==> src/rtl/pfr_pkg.sv <==
package pfr_pkg;

  localparam int NUM_FRAMES_DEF  = 16;
  localparam int STAMP_WIDTH_DEF = 32;

  localparam logic [1:0] OP_ALLOC   = 2'd0;
  localparam logic [1:0] OP_TOUCH   = 2'd1;
  localparam logic [1:0] OP_RELEASE = 2'd2;

  localparam logic [2:0] ST_FREE    = 3'd0;
  localparam logic [2:0] ST_EVICT   = 3'd1;
  localparam logic [2:0] ST_TOUCH   = 3'd2;
  localparam logic [2:0] ST_RELEASE = 3'd3;
  localparam logic [2:0] ST_REJECT  = 3'd4;

  typedef struct packed {
    logic [1:0] opcode;
    logic [3:0] frame_index;
    logic       is_write;
  } cmd_t;

  typedef struct packed {
    logic [3:0] result_frame;
    logic [2:0] status;
    logic       victim_dirty;
  } rsp_t;

endpackage

==> src/rtl/page_frame_replacement_top.sv <==
// touch, release and rejected requests: result in the cycle after the request, busy stays low
// allocate with a free frame: free scan from frame 0, one frame checked per cycle, then grant
// allocate on a full pool: free scan of all frames, then clock scan of up to four passes
// over the frames or LRU scan of all frames through the stamp memory port
// one request at a time; the result strobe cannot be stalled
// synchronous reset clears frame bits, clock hand, time and policy; stamps are not cleared
module page_frame_replacement_top #(
  parameter int NUM_FRAMES  = pfr_pkg::NUM_FRAMES_DEF,
  parameter int STAMP_WIDTH = pfr_pkg::STAMP_WIDTH_DEF
) (
  input  logic          clk,
  input  logic          rst,
  input  logic          start,
  output logic          busy,
  input  pfr_pkg::cmd_t cmd,
  output logic          done,
  output pfr_pkg::rsp_t rsp,
  input  logic          cfg_valid,
  output logic          cfg_ready,
  input  logic          cfg_data
);

  localparam int IDX_W = $clog2(NUM_FRAMES);
  localparam logic [IDX_W-1:0] LAST = IDX_W'(NUM_FRAMES - 1);

  typedef enum logic [2:0] {
    S_IDLE,
    S_FREE,
    S_CLOCK,
    S_LRU,
    S_GRANT
  } state_t;

  state_t                 state;
  logic [IDX_W-1:0]       pos;
  logic [IDX_W-1:0]       n;
  logic [1:0]             pass;
  logic [IDX_W-1:0]       victim;
  logic [IDX_W-1:0]       hand;
  logic [IDX_W-1:0]       cmp_pos;
  logic                   cmp_valid;
  logic [STAMP_WIDTH-1:0] best_stamp;
  logic [STAMP_WIDTH-1:0] ltime;
  logic                   policy;
  logic [NUM_FRAMES-1:0]  occ_bits;
  logic [NUM_FRAMES-1:0]  use_bits;
  logic [NUM_FRAMES-1:0]  dirty_bits;

  logic [STAMP_WIDTH-1:0] stamps [NUM_FRAMES];
  logic [STAMP_WIDTH-1:0] rd_data;

  logic [IDX_W+3:0]       idx_ext;
  logic [IDX_W-1:0]       idx_f;
  logic                   idx_ok;
  logic [IDX_W-1:0]       pos_wrap;
  logic [STAMP_WIDTH-1:0] ltime_next;
  logic                   clk_hit;
  logic                   lru_take;
  logic [IDX_W-1:0]       lru_victim;
  logic                   st_we;
  logic [IDX_W-1:0]       st_addr;
  logic [IDX_W+3:0]       victim_ext;

  assign busy      = (state != S_IDLE);
  assign cfg_ready = 1'b1;

  always_comb begin
    idx_ext    = {{IDX_W{1'b0}}, cmd.frame_index};
    idx_f      = idx_ext[IDX_W-1:0];
    idx_ok     = (idx_ext < (IDX_W + 4)'(NUM_FRAMES)) && occ_bits[idx_f];
    pos_wrap   = (pos == LAST) ? '0 : pos + 1'b1;
    ltime_next = (&ltime) ? ltime : ltime + 1'b1;
    clk_hit    = !use_bits[pos] && (dirty_bits[pos] == pass[0]);
    lru_take   = (cmp_pos == '0) || (rd_data < best_stamp);
    lru_victim = lru_take ? cmp_pos : victim;
    st_we      = (state == S_GRANT) ||
                 ((state == S_IDLE) && start && (cmd.opcode == pfr_pkg::OP_TOUCH) && idx_ok);
    st_addr    = (state == S_GRANT) ? victim : idx_f;
    victim_ext = {4'b0, victim};
  end

  // stamp memory
  always_ff @(posedge clk) begin
    if (st_we) begin
      stamps[st_addr] <= ltime_next;
    end
    rd_data <= stamps[pos];
  end

  always_ff @(posedge clk) begin
    if (rst) begin
      state      <= S_IDLE;
      done       <= 1'b0;
      occ_bits   <= '0;
      use_bits   <= '0;
      dirty_bits <= '0;
      hand       <= '0;
      ltime      <= '0;
      policy     <= 1'b0;
      pass       <= '0;
      n          <= '0;
      cmp_valid  <= 1'b0;
    end else begin
      done <= 1'b0;
      if (cfg_valid && cfg_ready) begin
        policy <= cfg_data;
      end
      unique case (state)
        S_IDLE: begin
          if (start) begin
            rsp.result_frame <= cmd.frame_index;
            rsp.victim_dirty <= 1'b0;
            rsp.status       <= pfr_pkg::ST_REJECT;
            done             <= (cmd.opcode != pfr_pkg::OP_ALLOC);
            unique case (cmd.opcode)
              pfr_pkg::OP_ALLOC: begin
                pos   <= '0;
                state <= S_FREE;
              end
              pfr_pkg::OP_TOUCH: begin
                if (idx_ok) begin
                  use_bits[idx_f] <= 1'b1;
                  if (cmd.is_write) begin
                    dirty_bits[idx_f] <= 1'b1;
                  end
                  ltime      <= ltime_next;
                  rsp.status <= pfr_pkg::ST_TOUCH;
                end
              end
              pfr_pkg::OP_RELEASE: begin
                if (idx_ok) begin
                  occ_bits[idx_f]   <= 1'b0;
                  use_bits[idx_f]   <= 1'b0;
                  dirty_bits[idx_f] <= 1'b0;
                  rsp.status        <= pfr_pkg::ST_RELEASE;
                end
              end
              default: begin
              end
            endcase
          end
        end
        S_FREE: begin
          if (!occ_bits[pos]) begin
            victim     <= pos;
            rsp.status <= pfr_pkg::ST_FREE;
            state      <= S_GRANT;
          end else if (pos == LAST) begin
            rsp.status <= pfr_pkg::ST_EVICT;
            if (policy) begin
              pos       <= '0;
              cmp_valid <= 1'b0;
              state     <= S_LRU;
            end else begin
              pos   <= hand;
              n     <= '0;
              pass  <= '0;
              state <= S_CLOCK;
            end
          end else begin
            pos <= pos_wrap;
          end
        end
        S_CLOCK: begin
          if (clk_hit) begin
            victim <= pos;
            hand   <= pos_wrap;
            state  <= S_GRANT;
          end else begin
            if (pass[0]) begin
              use_bits[pos] <= 1'b0;
            end
            pos <= pos_wrap;
            if (n == LAST) begin
              n    <= '0;
              pass <= pass + 1'b1;
            end else begin
              n <= n + 1'b1;
            end
          end
        end
        S_LRU: begin
          pos       <= pos_wrap;
          cmp_pos   <= pos;
          cmp_valid <= 1'b1;
          if (cmp_valid) begin
            if (lru_take) begin
              best_stamp <= rd_data;
            end
            victim <= lru_victim;
            if (cmp_pos == LAST) begin
              state <= S_GRANT;
            end
          end
        end
        S_GRANT: begin
          occ_bits[victim]   <= 1'b1;
          use_bits[victim]   <= 1'b1;
          dirty_bits[victim] <= 1'b0;
          ltime              <= ltime_next;
          rsp.result_frame   <= victim_ext[3:0];
          rsp.victim_dirty   <= (rsp.status == pfr_pkg::ST_EVICT) && dirty_bits[victim];
          done               <= 1'b1;
          state              <= S_IDLE;
        end
        default: state <= S_IDLE;
      endcase
    end
  end

  a_done_idle: assert property (@(posedge clk) disable iff (rst) done |-> !busy)
    else $error("result strobe while busy");

  a_last_pass_hits: assert property (@(posedge clk) disable iff (rst)
    (state == S_CLOCK && pass == 2'd3 && n == LAST) |-> clk_hit)
    else $error("clock scan ran out of passes");

  a_grant_bits: assert property (@(posedge clk) disable iff (rst)
    (done && (rsp.status == pfr_pkg::ST_FREE || rsp.status == pfr_pkg::ST_EVICT))
    |-> (occ_bits[victim] && use_bits[victim] && !dirty_bits[victim]))
    else $error("granted frame not set up");

  a_dirty_evict: assert property (@(posedge clk) disable iff (rst)
    (done && rsp.victim_dirty) |-> (rsp.status == pfr_pkg::ST_EVICT))
    else $error("victim_dirty without eviction");

  a_evict_full: assert property (@(posedge clk) disable iff (rst)
    (state == S_CLOCK || state == S_LRU) |-> (&occ_bits))
    else $error("victim search with a free frame");

endmodule

==> config.mk <==
export PLATFORM = sky130hd
export DESIGN_NAME = page_frame_replacement_top
export DESIGN_NICKNAME = d
export VERILOG_FILES = /design/src/rtl/pfr_pkg.sv /design/src/rtl/page_frame_replacement_top.sv
export SDC_FILE = /design/constraint.sdc
export NUM_CORES = 1
export LEC_CHECK = 0
export ABC_AREA = 1
export BUFFER_PORTS_ARGS = -buffer_cell sky130_fd_sc_hd__buf_4
export CAP_MARGIN = 20
export CORE_UTILIZATION = 44
export CTS_CLUSTER_SIZE = 20
export DETAILED_ROUTE_END_ITERATION = 6
export PLACE_DENSITY = 0.57
export SLEW_MARGIN = 30
export SYNTH_ARGS = -nofsm -noshare
export SYNTH_HDL_FRONTEND = slang
export SYNTH_SLANG_ARGS = --single-unit
==> constraint.sdc <==
create_clock -name clk -period 7.35 [get_ports clk]
set_clock_uncertainty 0.2 [all_clocks]
set_input_delay 1.47 -clock clk [delete_from_list [all_inputs] [get_ports clk]]
set_output_delay 1.47 -clock clk [all_outputs]
set_load 0.1 [all_outputs]
==> Word level (Yosys, flattened, before mapping) <==
Memory sizes are Yosys's and may differ from the RTL's. A register that Yosys moved wholly into a read port is not among the register bits.
Index checks and enable logic that the tools add are counted.
{ "totals": {"elab_cells": 205, "regBits": 148, "memories": 1, "mem_bits_rw": 512} }
{ "op_classes": {"order_cmp": 7, "n_reduce_logical": 39, "eq_ne": 33, "add_sub_neg": 4, "n_mux": 90, "bitwise_logic": 13} }
{ "mem_list": {"columns": ["memory", "depth", "word_bits", "rd", "rd_ports_with_merged_regs", "wr", "line", "rtl"], "rows": [
  ["stamps", 16, 32, 1, 1, 1, "page_frame_replacement_top.sv:49", "logic [STAMP_WIDTH-1:0] stamps [NUM_FRAMES];"]
]} }
{ "op_table": {"columns": ["cell", "n"], "rows": [
  ["16-bit two-way mux", 12],
  ["32-bit two-way mux", 4],
  ["16-bit case mux with 2 select lines", 4],
  ["16-bit bitwise AND", 5],
  ["4-bit two-way mux", 17],
  ["16-bit bitwise OR", 4],
  ["32-bit case mux with 2 select lines", 1],
  ["16-bit inverter", 3],
  ["16-bit case mux with 3 select lines", 1],
  ["3-bit two-way mux", 11],
  ["32-bit by 1-bit adder with 32-bit output (second input constant)", 1],
  ["32-bit < comparator", 1],
  ["32-bit AND reduction", 1],
  ["6-bit AND reduction", 5],
  ["2-bit inequality test (second input constant)", 14],
  ["1-bit binary-select mux with 4-bit select", 5],
  ["4-bit AND reduction", 5],
  ["4-bit case mux with 2 select lines", 2],
  ["4-bit case mux with 4 select lines", 1],
  ["4-bit by 5-bit < comparator with 1-bit output (second input constant)", 3],
  ["1-bit two-way mux", 15],
  ["1-bit demux with 4-bit select", 3],
  ["4-bit == test (second input constant)", 3],
  ["4-bit by 1-bit >= comparator with 1-bit output (second input constant)", 3],
  ["32 further kinds", 62]
]} }

==> Logic depth before layout (Yosys ltp) <==
Gate-level depths: netlist of run 1.
{ "logic_depth": {"depth_word": 10, "mapped_depth": 17, "mapped_depth_nobuf": 16} }

==> Least setup slack after synthesis of run 1 <==
No wires, ideal clock.
{ "synth_timing": {"path_type": "in2reg", "startpoint": "in cmd[2] in the netlist's numbering", "endpoint": "mem stamps[1][0] in the netlist's numbering (enable)", "arrival_ns": 4.716, "setup_slack_ns": 1.973, "n_path_buf": 3, "cell_stages": 14, "path_cell_list": "buf_2 -> inv_1 -> nand2_1 -> nand2_1 -> nand2_1 -> nand2_2 -> inv_2 -> nand2_4 -> nand2_2 -> nand2_2 -> nand2_2 -> buf_6 -> buf_6 -> nor3_1"} }
{ "synth_via": {"elab_chain_len": 6, "word_cells_on_any_way": 7, "classes_between": "mux (5); reduce/logical (2)"} }
{ "synth_rtl": {"columns": ["item", "line", "rtl"], "rows": [
  ["start, declared", "page_frame_replacement_top.sv:15", "input pfr_pkg::cmd_t cmd,"],
  ["1-bit binary-select mux with 4-bit select", "page_frame_replacement_top.sv:70", "idx_ok = (idx_ext < (IDX_W + 4)'(NUM_FRAMES)) && occ_bits[idx_f];"],
  ["1-bit two-way mux (not written as such)", "page_frame_replacement_top.sv:70", null],
  ["1-bit logical AND", "page_frame_replacement_top.sv:77", "((state == S_IDLE) && start && (cmd.opcode == pfr_pkg::OP_TOUCH) && idx_ok);"],
  ["1-bit logical OR", "page_frame_replacement_top.sv:76", "st_we = (state == S_GRANT) ||"],
  ["1-bit two-way mux", "page_frame_replacement_top.sv:84", "if (st_we) begin"],
  ["1-bit two-way mux (not written as such)", "page_frame_replacement_top.sv:85", "stamps[st_addr] <= ltime_next;"],
  ["end, declared", "page_frame_replacement_top.sv:49", null]
]} }
Parallel ways exist; a longest one is shown, timed or not. The select of a mux whose other input is x is not followed.

==> Final worst setup path of run 1 <==
{ "layout_timing": {"startpoint": "in cmd[1] in the netlist's numbering", "endpoint": "mem stamps[9][18] in the netlist's numbering (enable)"} }
The elaborated chain is that of the path after synthesis.

==> results of run 1 <==
## power groups by stage
stage	Sequential [mW]	Combinational, mW	Clock (mW)
after floorplan	4.73	1.98	0
after global placement	4.72	2.96	0
after detailed placement	4.73	3.01	0
after CTS	4.65	3.02	4.18
after global routing	4.67	3.34	4.33
final	4.65	3.04	4.11
## state kept, by name, indices dropped and copies added (netlist names), named ones only
register / flops
stamps: 512
victim: 4
ltime: 32
done: 1
policy: 1
rsp: 8
pos: 4
hand: 4
cmp_pos: 4
pass: 1
rd_data: 32
n: 4
state: 3
cmp_valid: 1
best_stamp: 32
occ_bits: 16
## layout make-up
type / count / area [sq um]
fillers: 6054 / 33400
flip-flops and latches: 691 / 19500
multi-input cells: 1905 / 9370
clock buffers: 93 / 2060
well taps: 873 / 1090
inverters: 198 / 753
repair buffers: 61 / 711
clock inverters: 47 / 671
diodes: 1 / 2.50
## metal layers
layer,share of wire (%),routed length [um],GRT usage (%)
met2,44,38100,37.5
met1,46,39200,36.8
met5,0,0,0
met3,8.3,7080,3.91
met4,1.6,1400,5.85
## cell families after synthesis
family | count (synthesis) | share of synthesized area, %
buffers and inverters | 353 | 4.83
and+or+nand+nor | 1221 | 16.7
xor gates and xnor gates | 14 | 0.407
other | 1 | 0.0124
DFF | 691 | 64.6
AOI/OAI and AO/OA | 629 | 11.8
adders and majority gates | 40 | 1.66
## final timing paths
check,startpoint,endpoint,cells after the start,slack [ps]
min reg2reg,rd_data[26]$_DFF_P_,best_stamp[26]$_DFFE_PP_,0,230
max reg2reg,state[1]$_SDFFE_PP0P_,stamps[0][24]$_DFFE_PP_,11,2930
min,rd_data[26]$_DFF_P_,best_stamp[26]$_DFFE_PP_,0,230
max,cmd[1],stamps[9][18]$_DFFE_PP_,18,2810
## placed cells by master, fill, tap and decap left out, types with 4 or more instances in the layout
cell / Yosys / layout
o21ai_0: 315 / 315
nor4_1: 5 / 5
dfxtp_1: 127 / 127
clkbuf_16: 0 / 77
nand2_1: 526 / 526
a21oi_1: 99 / 98
ha_1: 40 / 40
o211ai_1: 12 / 12
nand2_2: 8 / 8
nor2_1: 479 / 465
a211oi_2: 8 / 8
clkbuf_8: 0 / 7
o21ai_1: 11 / 11
a211oi_1: 17 / 17
clkinv_2: 0 / 13
xor2_1: 10 / 10
clkinv_1: 1 / 4
edfxtp_1: 564 / 564
nand4_1: 64 / 64
nor2_4: 0 / 15
nor2_2: 5 / 4
o21ai_2: 8 / 8
or2_2: 9 / 9
a22oi_1: 4 / 4
o221ai_1: 4 / 4
clkbuf_1: 103 / 9
nor3_2: 3 / 5
nor3_1: 38 / 35
inv_2: 11 / 12
clkinvlp_4: 0 / 7
a31oi_1: 13 / 13
o22ai_1: 128 / 128
bufinv_16: 0 / 13
inv_1: 185 / 183
buf_16: 0 / 11
buf_4: 9 / 47
nand3_1: 74 / 74
## worst max-delay path, delay by kind of cell
kind                   cells  cell delay (ps)
and+or+nand+nor           12             1550
buffers and inverters      6             1540
## through the flow
step	instances	instance area (sq um)	setup WS [ps]
3_5_place_dp	3727	31400	2170
3_3_place_gp	3716	31100	1970
6_report	3869	34100	2810
5_1_grt	3868	34100	2570
2_1_floorplan	2949	30100	1970
4_1_cts	3867	34100	2810
==> results_dict.tcl, run 1 <==
set metrics [dict create \
    status "finished clean" \
    ys.warnings.count 0 \
    cp_cell_sequence "buf_4 -> inv_2 -> nand2_1 -> nand2_1 -> nand2_1 -> nand2_1 -> nand2_1 -> nand2_2 -> inv_2 -> nand2_4 -> nand2_2 -> nand2_2 -> nand2_2 -> buf_4 -> inv_2 -> nand3_1 -> nor2_4 -> buf_4" \
    synth_top_area_cell "edfxtp_1" \
    pwr-share-seq_pct 39.4 \
    timing.critical_path.mode_cell "nand2_1" \
    drv_slew 0 \
    num_io_pins 23 \
    dpl.hpwl_mm 54.1 \
    first_pass_iters 6 \
    grt_pass1_vias 21000 \
    required_ps 7420 \
    power.total_mw 11.8 \
    synthCells 2949 \
    syn2layout_area_growth_pct 13.3 \
    clkPwrFrac_pct 34.8 \
    synth_seq_cells 691 \
    cts_resized 0 \
    synthTopCellsByArea "edfxtp_1 56%, dfxtp_1 8.4%, nand2_1 6.6%" \
    setup-tns-final_ps 0 \
    slowest_stage "nor2_4" \
    clock_latency_ps 630 \
    synth_common_cells "564 x edfxtp_1, 526 x nand2_1, 479 x nor2_1" \
    grt.total_usage_pct 24.6 \
    layout-drive-gt1-share_pct 9.08 \
    relSlewSlack_pct 32.6 \
    grt_start_max_net_pins 158 \
    cts_root_buf "clkbuf_16" \
    power.leakage_nw 12.5 \
    internal-power_mw 7.77 \
    powerDensity_nw_per_um2 346 \
    setup_viol 0 \
    whs_ps 233 \
    row_count 95 \
    clkSlewWorstSetupHoldPaths_ps 60 \
    synth_edf_count 564 \
    crit_type "in -> reg" \
    post_cts_buffers 0 \
    cts_max_level 3 \
    synth_top_cell_area_share_pct 56.2 \
    io_buffers 21 \
    tightestPinTransition_ps 1010 \
    cp_max_fo 48 \
    post-route-util_pct 50.6 \
    vias 22200 \
    rsz0062_at_grt "no" \
    fmax_mhz 220 \
    peakVddDrop_mv 0.350 \
    viasPerCell 5.74 \
    post-route-min-period_ps 4540 \
    antenna_found_initial 1 \
    yosysMostFrequentCell "edfxtp_1" \
    route.detailed.drc 0 \
    power.switching_mw 4.03 \
    fp.dieH_um 264 \
    ctsHoldBuffers 0 \
    cts_buffer_depth 3 \
    synth.cell_area_sq_um 30100 \
    comb_power_share_pct 25.8 \
    drt-initial-drc-count 2365 \
    fin_crit_sh_pct 61.8 \
    worstSetupEndpointType "flip-flop" \
    grt_pass1_wl_mm 130 \
    synth_area_per_cell_sq_um 10.2 \
    numCtsBuffers 75 \
    gr-total-overflow 0 \
    drtAntennaViolNets 0 \
    initial_core_util_pct 44.6 \
    async_flop_share_pct 0 \
    hp-class "reg -> reg" \
    finalWirelength_mm 85.8 \
    seq_area_frac_synth_pct 64.6 \
    hold_violations 0 \
    netSwitchingFraction_pct 34.1 \
    gp_congestion 0.902 \
    cts.sinks 691 \
    synthFlopType "edfxtp_1" \
    dieWidth_um 264 \
    slowest_delay_ps 460 \
    cts_tree "yes" \
    crit_arrival_ps 4610 \
    synth.net_count 3001 \
    die_area_sq_um 69500 \
    crit_path_start_kind "input port" \
    netlist-cell-type-count 52 \
    core_sq_um 67500 \
    cap_violations 0 \
    drt-wirelength-per-cell_um 22.2 \
    fin_nets 2984 \
]
Note: power is estimated with default switching activity, not from simulation.
==> inputs of run 2 (changes only) <==
- ABC_AREA: 1 -> 0
- clock period: 7.35 -> 4.7 ns (I/O delays scaled with it)
==> results_dict.tcl, run 2 <==
set metrics [dict create \
    status "finished clean" \
    drt-wirelength-per-cell_um 25.2 \
    drt-initial-drc-count 1514 \
    initial_core_util_pct 44.7 \
    drtAntennaViolNets 0 \
    gp_congestion 0.869 \
    clkSlewWorstSetupHoldPaths_ps 60 \
    antenna_cells 0 \
    antenna_found_initial 0 \
    multi_input_area_sq_um 9050 \
    async_flop_share_pct 0 \
    crit_arrival_ps 3900 \
    gr-total-overflow 0 \
    fmax_mhz 259 \
    post-route-min-period_ps 3870 \
    fp.dieH_um 258 \
    layout-drive-gt1-share_pct 21.7 \
    seq_area_frac_synth_pct 67.4 \
    first_pass_iters 5 \
    final_common_cell "edfxtp_1" \
    vias 16200 \
    tightestPinTransition_ps 918 \
    route.detailed.drc 0 \
    syn2layout_area_growth_pct 14.1 \
    setup_viol 0 \
    relSlewSlack_pct 38.8 \
    row_count 93 \
    rsz0062_at_grt "no" \
    finalWorstSetupSlack_ps 834 \
    drv_slew 0 \
    synth_edf_count 564 \
    largest_reg_flops 512 \
    cts_resized 0 \
    grt_pass1_wl_mm 106 \
    crit_path_start_kind "flip-flop" \
    slowest_stage "edfxtp_1" \
    crit_type "reg -> reg" \
    synth_top_cell_area_share_pct 58.6 \
    synth_common_cells "564 x edfxtp_1, 181 x mux4_2, 130 x nand2_1" \
    synthTopCellsByArea "edfxtp_1 59%, mux4_2 14%, dfxtp_1 8.8%" \
    synth_top_area_cell "edfxtp_1" \
    io_buffers 21 \
    cts_max_level 3 \
    die_area_sq_um 66700 \
    numCtsBuffers 74 \
    pre_cts_ws_ps 774 \
    synthCells 1806 \
    dpl.hpwl_mm 43.4 \
    synth_area_per_cell_sq_um 16.0 \
    yosysMostFrequentCell "edfxtp_1" \
    post_cts_buffers 0 \
    ys.warnings.count 0 \
    cts_tree "yes" \
    clock_latency_ps 620 \
    nFillCells 5346 \
    cap_violations 0 \
    core_sq_um 64700 \
    regMostFlops "stamps" \
    slowest_delay_ps 770 \
    cts_root_buf "clkbuf_16" \
    cp_max_fo 10 \
    power.total_mw 13.0 \
    cp_cell_sequence "mux4_1 -> nor2b_1 -> mux4_2 -> a22oi_4 -> a21boi_4 -> nor3b_1" \
    netlist-cell-type-count 68 \
    power.leakage_nw 9.88 \
    synth.net_count 1858 \
    fin_crit_sh_pct 82.3 \
    finalWirelength_mm 70.1 \
    synthFlopType "edfxtp_1" \
    grt_pass1_vias 16400 \
    peakVddDrop_mv 0.255 \
    setup-tns-final_ps 0 \
    grt_start_max_net_pins 71 \
    cts_buffer_depth 3 \
    ctsHoldBuffers 0 \
    powerDensity_nw_per_um2 393 \
    fin_nets 1921 \
    hold_violations 0 \
    dieWidth_um 258 \
    regArea_sq_um 19500 \
    cts.sinks 691 \
    hp-class "reg -> reg" \
    grt.total_usage_pct 21.4 \
    synth.cell_area_sq_um 28900 \
    required_ps 4730 \
    synth_seq_cells 691 \
    mostFrequentLayoutCells "564 x edfxtp_1, 181 x mux4_2, 130 x nand2_1" \
    num_io_pins 23 \
    viasPerCell 5.82 \
    worstSetupEndpointType "flip-flop" \
]
## run 2: per-stage QoR
stage | cells | util [%] | hold WS (ps) | instance area (sq um)
after floorplan | 1806 | - | 200 | 28900
after global placement | 2648 | 47.2 | 223 | 30500
after detailed placement | 2648 | 47.2 | 225 | 30500
after CTS | 2782 | 50.9 | 238 | 33000
after global routing | 2782 | 51.0 | 251 | 33000
final | 2782 | 51.0 | 235 | 33000
## run 2: report_power, final
| group | internal [mW] | leakage, nW | switching, mW |
|---|---|---|---|
| Combinational | 0.175 | 3.37 | 0.349 |
| Clock | 3.43 | 1.17 | 2.38 |
| Sequential | 6.59 | 5.34 | 0.0380 |
| Total | 10.2 | 9.88 | 2.76 |
## run 2: logic make-up (layout without fill, tap and decap cells)
logic type                 count (synthesis)  after routing  synth area share (%)
AOI/OAI and AO/OA                        244            244                  5.12
adders and majority gates                 40             40                  1.73
DFF                                      691            691                  67.4
other                                      1              1                0.0130
xor gates and xnor gates                  60             60                  1.82
buffers and inverters                    148            269                  2.04
muxes                                    204            204                  15.1
and+or+nand+nor                          418            418                  6.80
## run 2: path summary, 6_finish.rpt
path	startpoint	end	slack (ps)	depth (start not counted)
worst max-delay path	pos[0]$_DFFE_PP_	pos[3]$_DFFE_PP_	830	6
worst min-delay path	rd_data[15]$_DFF_P_	best_stamp[15]$_DFFE_PP_	240	0
worst max register to register	pos[0]$_DFFE_PP_	pos[3]$_DFFE_PP_	830	6
worst min register to register	rd_data[15]$_DFF_P_	best_stamp[15]$_DFFE_PP_	240	0
## run 2: layer usage
metal	vias up	global-route usage [%]	routed length (um)
met1	8461	29.8	30900
met4	0	5.52	1450
li1	7196	-	-
met2	448	35.5	34500
met5	-	0	0
met3	90	3.21	3330
## run 2: cell type report
| cell class | count | share of cell area [%] |
|---|---|---|
| repair buffers | 89 | 2.41 |
| multi-input cells | 967 | 27.5 |
| clock buffers | 99 | 6.15 |
| flip-flops and latches | 691 | 59.1 |
| inverters | 46 | 0.524 |
| clock inverters | 35 | 1.17 |
| well taps | 855 | 3.24 |
## run 2: worst max-delay path, delay by kind of cell, from the launching register on
family           cells  cell delay (ps)
multiplexers         2             1160
flip-flops           1              770
AO/OA/AOI/OAI        2              680
AND/OR/NAND/NOR      2              670
